==> src/rtl/assert_macros.svh <==
// Assertion macros shared by the tree ancestor RTL.
// Concurrent checks in simulation; empty bodies in synthesis builds.
`ifndef ASSERT_MACROS_SVH
`define ASSERT_MACROS_SVH
`ifndef SYNTHESIS
`define TKAL_ASSERT(lbl, clk, rstn, prop) \
    lbl: assert property (@(posedge clk) disable iff (!(rstn)) (prop)) \
        else $error("tkal assertion failed");
`define TKAL_ASSERT_NEVER(lbl, clk, rstn, expr) \
    lbl: assert property (@(posedge clk) disable iff (!(rstn)) !(expr)) \
        else $error("tkal forbidden condition seen");
`else
`define TKAL_ASSERT(lbl, clk, rstn, prop)
`define TKAL_ASSERT_NEVER(lbl, clk, rstn, expr)
`endif
`endif

==> src/rtl/tkal_pkg.sv <==
// Shared types and constants for the binary-lifting ancestor engine.
// No dependencies; used by the table RAM, the sequencer and the top level.
`timescale 1ns / 1ps

package tkal_pkg;

    localparam int DEF_NODES  = 65536;
    localparam int DEF_LEVELS = 16;

    localparam int IDX_W     = 16;
    localparam int COUNT_W   = 17;
    localparam int CMP_W     = 21;

    localparam logic [1:0] MODE_LOAD  = 2'd0;
    localparam logic [1:0] MODE_BUILD = 2'd1;
    localparam logic [1:0] MODE_QUERY = 2'd2;

    typedef struct packed {
        logic             none;
        logic [IDX_W-1:0] idx;
    } entry_t;

    typedef struct packed {
        logic             none_found;
        logic [IDX_W-1:0] ancestor;
    } result_t;

endpackage

==> src/rtl/tkal_seq.sv <==
// Sequencer for loads, table builds and ancestor queries over one table port.
// Depends on tkal_pkg; drives tkal_table_ram.
`timescale 1ns / 1ps

module tkal_seq #(
    parameter int NODES  = tkal_pkg::DEF_NODES,
    parameter int LEVELS = tkal_pkg::DEF_LEVELS,
    parameter int NW     = (NODES > 1) ? $clog2(NODES) : 1,
    parameter int LW     = (LEVELS > 1) ? $clog2(LEVELS) : 1
) (
    input  logic                         aclk,
    input  logic                         aresetn,
    input  logic                         in_valid,
    output logic                         in_ready,
    input  logic [1:0]                   in_mode,
    input  logic [tkal_pkg::IDX_W-1:0]   in_node,
    input  logic [tkal_pkg::IDX_W-1:0]   in_value,
    input  logic                         in_no_parent,
    input  logic [tkal_pkg::COUNT_W-1:0] node_count,
    output logic                         res_valid,
    input  logic                         res_ready,
    output tkal_pkg::result_t            res,
    output logic                         ram_rd,
    output logic                         ram_we,
    output logic [NW+LW-1:0]             ram_addr,
    output tkal_pkg::entry_t             ram_wdata,
    input  tkal_pkg::entry_t             ram_rdata
);
    import tkal_pkg::*;

    localparam int KW = (LEVELS > IDX_W) ? LEVELS : IDX_W;
    localparam logic [CMP_W-1:0] NODES_C   = CMP_W'(NODES);
    localparam logic [LW-1:0]    TOP       = LW'(LEVELS - 1);
    localparam logic [KW-1:0]    TOPSPAN   = KW'(1) << (LEVELS - 1);
    localparam bit               ONE_LEVEL = (LEVELS == 1);

    localparam logic [3:0] S_IDLE = 4'd0;
    localparam logic [3:0] S_TOP  = 4'd1;
    localparam logic [3:0] S_TOPW = 4'd2;
    localparam logic [3:0] S_LOW  = 4'd3;
    localparam logic [3:0] S_LOWW = 4'd4;
    localparam logic [3:0] S_BRD  = 4'd5;
    localparam logic [3:0] S_BW1  = 4'd6;
    localparam logic [3:0] S_BW2  = 4'd7;
    localparam logic [3:0] S_OUT  = 4'd8;

    logic [3:0]       state_reg, state_next;
    logic [NW-1:0]    x_reg, x_next;
    logic [KW-1:0]    k_reg, k_next;
    logic [LW-1:0]    lvl_reg, lvl_next;
    logic [NW-1:0]    i_reg, i_next;
    logic [CMP_W-1:0] n_reg, n_next;
    result_t          res_reg, res_next;

    logic [CMP_W-1:0] node_ext, value_ext, e_ext, cnt_ext, n_eff;
    logic [NW-1:0]    node_n, e_node;
    logic             node_ok, e_bad, last_i, last_lvl;

    assign node_ext  = CMP_W'(in_node);
    assign value_ext = CMP_W'(in_value);
    assign e_ext     = CMP_W'(ram_rdata.idx);
    assign cnt_ext   = CMP_W'(node_count);
    assign node_n    = node_ext[NW-1:0];
    assign e_node    = e_ext[NW-1:0];
    assign node_ok   = node_ext < NODES_C;
    assign e_bad     = ram_rdata.none || (e_ext >= NODES_C);
    assign n_eff     = (cnt_ext > NODES_C) ? NODES_C : cnt_ext;
    assign last_i    = (CMP_W'(i_reg) + CMP_W'(1)) == n_reg;
    assign last_lvl  = lvl_reg == TOP;

    assign in_ready  = state_reg == S_IDLE;
    assign res_valid = state_reg == S_OUT;
    assign res       = res_reg;

    always_comb begin
        state_next = state_reg;
        x_next     = x_reg;
        k_next     = k_reg;
        lvl_next   = lvl_reg;
        i_next     = i_reg;
        n_next     = n_reg;
        res_next   = res_reg;
        ram_rd     = 1'b0;
        ram_we     = 1'b0;
        ram_addr   = {x_reg, lvl_reg};
        ram_wdata  = '0;
        unique case (state_reg) inside
            S_IDLE: begin
                if (in_valid) begin
                    unique case (in_mode)
                        MODE_LOAD: begin
                            if (node_ok) begin
                                ram_we   = 1'b1;
                                ram_addr = {node_n, LW'(0)};
                                if (in_no_parent || value_ext >= NODES_C) begin
                                    ram_wdata.none = 1'b1;
                                end else begin
                                    ram_wdata.idx = in_value;
                                end
                            end
                        end
                        MODE_BUILD: begin
                            if (n_eff != '0 && !ONE_LEVEL) begin
                                n_next     = n_eff;
                                i_next     = '0;
                                lvl_next   = LW'(1);
                                state_next = S_BRD;
                            end
                        end
                        MODE_QUERY: begin
                            if (node_ok) begin
                                x_next     = node_n;
                                k_next     = KW'(in_value);
                                state_next = S_TOP;
                            end else begin
                                res_next   = '{none_found: 1'b1, ancestor: '0};
                                state_next = S_OUT;
                            end
                        end
                        default: ;
                    endcase
                end
            end
            S_TOP: begin
                if (k_reg >= TOPSPAN) begin
                    ram_rd     = 1'b1;
                    ram_addr   = {x_reg, TOP};
                    state_next = S_TOPW;
                end else if (ONE_LEVEL) begin
                    res_next   = '{none_found: 1'b0, ancestor: IDX_W'(x_reg)};
                    state_next = S_OUT;
                end else begin
                    lvl_next   = TOP - LW'(1);
                    state_next = S_LOW;
                end
            end
            S_TOPW: begin
                if (e_bad) begin
                    res_next   = '{none_found: 1'b1, ancestor: '0};
                    state_next = S_OUT;
                end else begin
                    x_next     = e_node;
                    k_next     = k_reg - TOPSPAN;
                    state_next = S_TOP;
                end
            end
            S_LOW: begin
                if (k_reg[lvl_reg]) begin
                    ram_rd     = 1'b1;
                    ram_addr   = {x_reg, lvl_reg};
                    state_next = S_LOWW;
                end else if (lvl_reg == '0) begin
                    res_next   = '{none_found: 1'b0, ancestor: IDX_W'(x_reg)};
                    state_next = S_OUT;
                end else begin
                    lvl_next = lvl_reg - LW'(1);
                end
            end
            S_LOWW: begin
                if (e_bad) begin
                    res_next   = '{none_found: 1'b1, ancestor: '0};
                    state_next = S_OUT;
                end else if (lvl_reg == '0) begin
                    res_next   = '{none_found: 1'b0, ancestor: ram_rdata.idx};
                    state_next = S_OUT;
                end else begin
                    x_next     = e_node;
                    lvl_next   = lvl_reg - LW'(1);
                    state_next = S_LOW;
                end
            end
            S_BRD: begin
                ram_rd     = 1'b1;
                ram_addr   = {i_reg, lvl_reg - LW'(1)};
                state_next = S_BW1;
            end
            S_BW1, S_BW2: begin
                if (state_reg == S_BW1 && !e_bad) begin
                    ram_rd     = 1'b1;
                    ram_addr   = {e_node, lvl_reg - LW'(1)};
                    state_next = S_BW2;
                end else begin
                    ram_we   = 1'b1;
                    ram_addr = {i_reg, lvl_reg};
                    if (state_reg == S_BW1) begin
                        ram_wdata.none = 1'b1;
                    end else begin
                        ram_wdata = ram_rdata;
                    end
                    if (last_i) begin
                        i_next = '0;
                        if (last_lvl) begin
                            state_next = S_IDLE;
                        end else begin
                            lvl_next   = lvl_reg + LW'(1);
                            state_next = S_BRD;
                        end
                    end else begin
                        i_next     = i_reg + NW'(1);
                        state_next = S_BRD;
                    end
                end
            end
            S_OUT: begin
                if (res_ready) begin
                    state_next = S_IDLE;
                end
            end
            default: state_next = S_IDLE;
        endcase
    end

    always_ff @(posedge aclk) begin
        if (!aresetn) begin
            state_reg <= S_IDLE;
        end else begin
            state_reg <= state_next;
        end
    end

    always_ff @(posedge aclk) begin
        x_reg   <= x_next;
        k_reg   <= k_next;
        lvl_reg <= lvl_next;
        i_reg   <= i_next;
        n_reg   <= n_next;
        res_reg <= res_next;
    end

endmodule

==> config.mk <==
export PLATFORM = sky130hd
export DESIGN_NAME = tkal_seq
export DESIGN_NICKNAME = d
export VERILOG_FILES = /design/src/rtl/assert_macros.svh /design/src/rtl/tkal_pkg.sv /design/src/rtl/tkal_seq.sv
export SDC_FILE = /design/constraint.sdc
export NUM_CORES = 1
export LEC_CHECK = 0
export BUFFER_PORTS_ARGS = -buffer_cell sky130_fd_sc_hd__buf_2
export CAP_MARGIN = 10
export CORE_MARGIN = 1
export CORE_UTILIZATION = 45
export CTS_CLUSTER_DIAMETER = 80
export DETAILED_ROUTE_END_ITERATION = 7
export PLACE_DENSITY_LB_ADDON = 0.05
export SLEW_MARGIN = 40
export SYNTH_ARGS = -nofsm -noshare
export SYNTH_HDL_FRONTEND = slang
export SYNTH_SLANG_ARGS = --single-unit
==> constraint.sdc <==
create_clock -name aclk -period 6.8 [get_ports aclk]
set_input_delay 1.02 -clock aclk [delete_from_list [all_inputs] [get_ports aclk]]
set_output_delay 1.02 -clock aclk [all_outputs]
set_load 0.05 [all_outputs]
Word-level counts from Yosys, hierarchy flattened
Index checks and enable logic that the tools add are counted.

Output and inout bits: 58. Word-level logic and storage cells: 153. Input bits: 73. Register bits after elaboration: 94.

Reduce and logical (&&, ||, !) cells: 21. Multiplexer cells: 80. Equal/unequal tests: 33. Add/subtract/negate cells: 5. Order comparisons: 6.

Operators by type and width (number): two-way mux 16 bit (17); two-way mux 17 bit (13); two-way mux 4 bit (22); two-way mux 20 bit (4); case mux 20 bit (4 select lines) (1); case mux 17 bit (4 select lines) (1); case mux 16 bit (2 select lines) (2); case mux 16 bit (3 select lines) (1); greater-or-equal comparator 16 x 17 -> 1 bit, second input constant (2); case mux 17 bit (2 select lines) (1); case mux 4 bit (8 select lines) (1); inequality test 2 bit, second input constant (11); == test 17 x 21 -> 1 bit (1); nonzero test 21 bit (1); case mux 4 bit (5 select lines) (1); adder 16 x 1 -> 17 bit, second input constant (1); > comparator 17 bit, second input constant (1); less-than comparator 16 x 17 -> 1 bit, second input constant (1); adder 16 x 1 -> 16 bit, second input constant (1); == test 4 x 3 -> 1 bit, second input constant (4); greater-or-equal comparator 16 bit, second input constant (1); subtractor 16 bit, second input constant (1); AND reduction 5 bit (3); inequality test 2 x 1 -> 1 bit, second input constant (6); 30 further kinds (47).

Longest topological paths before layout
Word-level depth: 7. Gate-level depth with buffers: 9.

Worst setup path before layout
No wires, ideal clock.

Path type: input to output. Start point: input in_mode[0]. End point: output ram_addr[2]. Stages: 7. Path slack: 2811 ps. Arrival time: 2969 ps. Path buffers: 1. Path through: or3b_1 or4_1 a21o_1 clkbuf_1 a21oi_1 o21ai_0 a221o_1.

Longest elaborated chain between the ends: 4.

RTL lines: start, declared (RTL line tkal_seq.sv:15) `input logic [1:0] in_mode,`; zero test 2 bit (RTL line tkal_seq.sv:90) `unique case (in_mode)`; two-way mux 20 bit (RTL line tkal_seq.sv:90); two-way mux 20 bit (RTL line tkal_seq.sv:89) `if (in_valid) begin`; case mux 20 bit (4 select lines) (RTL line tkal_seq.sv:87) `unique case (state_reg) inside`; end, declared (RTL line tkal_seq.sv:25) `output logic [NW+LW-1:0] ram_addr,`.

No other way between the ends.

Final worst setup path
Ends and elaborated chain as after synthesis.

==> out/metrics.yaml <==
sta:
  fmax_mhz: 220
  finClkSkew_ns: 0.00582
  finalHoldViolations: 0
  finalCritPeriodShare_pct: 66.7
  setup_violations: 0
  maxSlewHeadroom_pct: 43.9
  slew_violations: 0
  worst_pin_slew_ns: 0.838
  period_needed_ns: 4.54
  rsz0062_at_grt: "no"
  fin_setup_tns_ns: 0
  fin_ws_ns: 2.26
placement:
  io_buffers: 130
  dp_hpwl_um: 12100
  pre_cts_ws_ns: 2.29
  finalWeightedCongestion: 0.894
cells_and_area:
  final_common_cell: "buf_2"
  antennaDiodeCount: 0
  layout_common_cells: "130 x buf_2, 86 x edfxtp_1, 52 x nand2_1"
  drive_above_1_share_pct: 31.2
  layout.nets: 705
  area_delta_synth_final_pct: 19.4
synthesis:
  synth_edf_count: 86
  ys_types: 69
  syn_inst: 517
  syn_nets: 593
  ys_ff_latch: 90
  synthFlopType: "edfxtp_1"
  yosysSeqAreaShare_pct: 46.7
  syn_area_um2: 5700
  ys_warn_count: 0
  async_flop_share_pct: 0
  post_synth.cell_area_avg_um2: 11.0
min_path:
  min_path_type: "register to register"
worst_setup_path:
  crit_fanout: 17
  crit_path_max_incr_delay_ns: 0.46
  critPathLaunchType: "primary input"
  critPathTopFamily: "compound AO/OA/AOI/OAI gates"
  end_kind: "output pin"
  critPathArrivalTime_ns: 3.52
  worstPathRequired_ns: 5.78
  worst-path-buf-inv: 2
  crit_path_cell_trace: "buf_2 -> or3b_1 -> or4_1 -> a21o_1 -> a21oi_1 -> o21ai_0 -> a221o_1 -> buf_2"
  crit_type: "primary input to output pin"
  crit_top_cell: "buf_2"
  crit_slowest_cell: "or3b_1"
clocking:
  clock_sinks: 90
  cts_tree: "built"
  post_cts_resized: 0
  clock_latency_ns: 0.35
  hold_buffers: 0
  path_clk_slew_ns: 0.06
  cts_setup_buffers: 0
  clock_path_buffers: 2
  clock-root-buffer: "clkbuf_16"
  cts_buffers: 9
  htreeDepth: 3
route:
  wl_met2_um: 8070
  wl_met1_um: 6780
  wl_um: 16500
  first_iter_violations: 485
  wl_per_cell_um: 20.5
  drtAntennaViolNets: 0
  routed.top_layer: "met4"
  num_vias: 4828
  drc: 0
  first_pass_iters: 6
  wl_met3_um: 1240
  via_per_inst: 6.02
global_route:
  grt_max_degree: 24
  antenna_found_initial: 0
  grt_usage_pct: 25.4
  grt_pass1_wl_um: 24700
  grt_pass1_vias: 4537
  overflow: 0
power_and_ir_drop:
  p_per_area_nw_per_um2: 443
  switching_power_w: 0.00141
  seq_power_share_pct: 33.9
  combPwrFrac_pct: 48.0
  p_leak_nw: 2.67
  p_clk_share_pct: 18.2
  intPower_w: 0.00160
  swShare_pct: 46.8
  vdd_drop_max_uv: 196
floorplan:
  die_w_um: 115
  dieArea_um2: 13100
  fp.coreArea_um2: 12200
  num_io_pins: 131
  die_h_um: 115
  initial_core_util_pct: 46.9
  rows: 40
run:
  drv_cap: 0
outcome:
  status: "finished, final reports clean"
[cell families (layout without fill, tap and decap cells)]
kind of cell	after synthesis	count (layout)	share of synthesized area, %
AO/OA/AOI/OAI	124	124	17.4
XOR/XNOR	29	29	5.56
adder cells (fa/ha/maj)	3	3	0.659
buffers and inverters	50	167	3.80
flip-flops	90	90	46.7
multiplexers	28	28	6.41
AND/OR/NAND/NOR	193	193	19.4
[per-stage QoR]
step | power (W) | util (%) | instances | area [µm²] | hold WS (ns)
global route | 0.00314 | 55.9 | 802 | 6800 | 0.599
floorplan | 0.00208 | - | 517 | 5700 | 0.545
global placement | 0.00245 | 53.1 | 784 | 6460 | 0.551
finish | 0.00301 | 55.9 | 802 | 6800 | 0.573
CTS | 0.00302 | 55.9 | 802 | 6800 | 0.574
detailed placement | 0.00247 | 53.3 | 786 | 6480 | 0.559
[cells in the mapped netlist, types with 6 or more instances]
cell type | count | area [µm²]
nor2b_1 | 40 | 250
nand2b_1 | 13 | 81.3
nand4_1 | 6 | 37.5
xor2_1 | 8 | 70.1
nor4_1 | 9 | 56.3
a22o_1 | 34 | 298
a222oi_1 | 16 | 160
a211oi_1 | 16 | 120
a21oi_1 | 13 | 65.1
edfxtp_1 | 86 | 2580
inv_1 | 9 | 33.8
nand2_1 | 52 | 195
xnor2_1 | 16 | 140
mux2_2 | 18 | 203
nor3_1 | 8 | 40.0
o21ai_0 | 10 | 50.1
nor2_1 | 20 | 75.1
nand3_1 | 9 | 45.0
clkbuf_1 | 31 | 116
[path summary, 6_finish.rpt]
kind,startpoint,slack [ns],cells past startpoint,endpoint
min reg2reg,x_reg[3],0.57,1,res[3]
max,in_mode[0],2.26,8,ram_addr[2]
max reg2reg,i_reg[0],3.42,8,lvl_reg[0]
min,x_reg[3],0.57,1,res[3]
[layer usage]
metal  global-route usage [%]  vias to the layer above
li1                         -                     2237
met1                     33.6                     2316
met2                     41.5                      244
met3                     4.61                       31
met4                     9.35                        0
met5                        0                        -
[power by group through the flow]
stage               clock (W)  sequential, W  combinational (W)
global placement            0        0.00102            0.00142
finish               0.000547        0.00102            0.00145
detailed placement          0        0.00103            0.00144
global route         0.000576        0.00104            0.00153
floorplan                   0        0.00109           0.000993
CTS                  0.000555        0.00102            0.00145
[area by class of cell]
cell class / count / area [µm²]
Timing Repair Buffer: 142 / 741
Clock buffer: 11 / 233
Sequential cell: 90 / 2660
Inverter: 9 / 33.8
Clock inverter: 5 / 85.1
Fill cell: 1079 / 5360
Multi-Input combinational cell: 377 / 2840
Tap cell: 168 / 210
No activity file was read; power rests on OpenSTA's default activity.
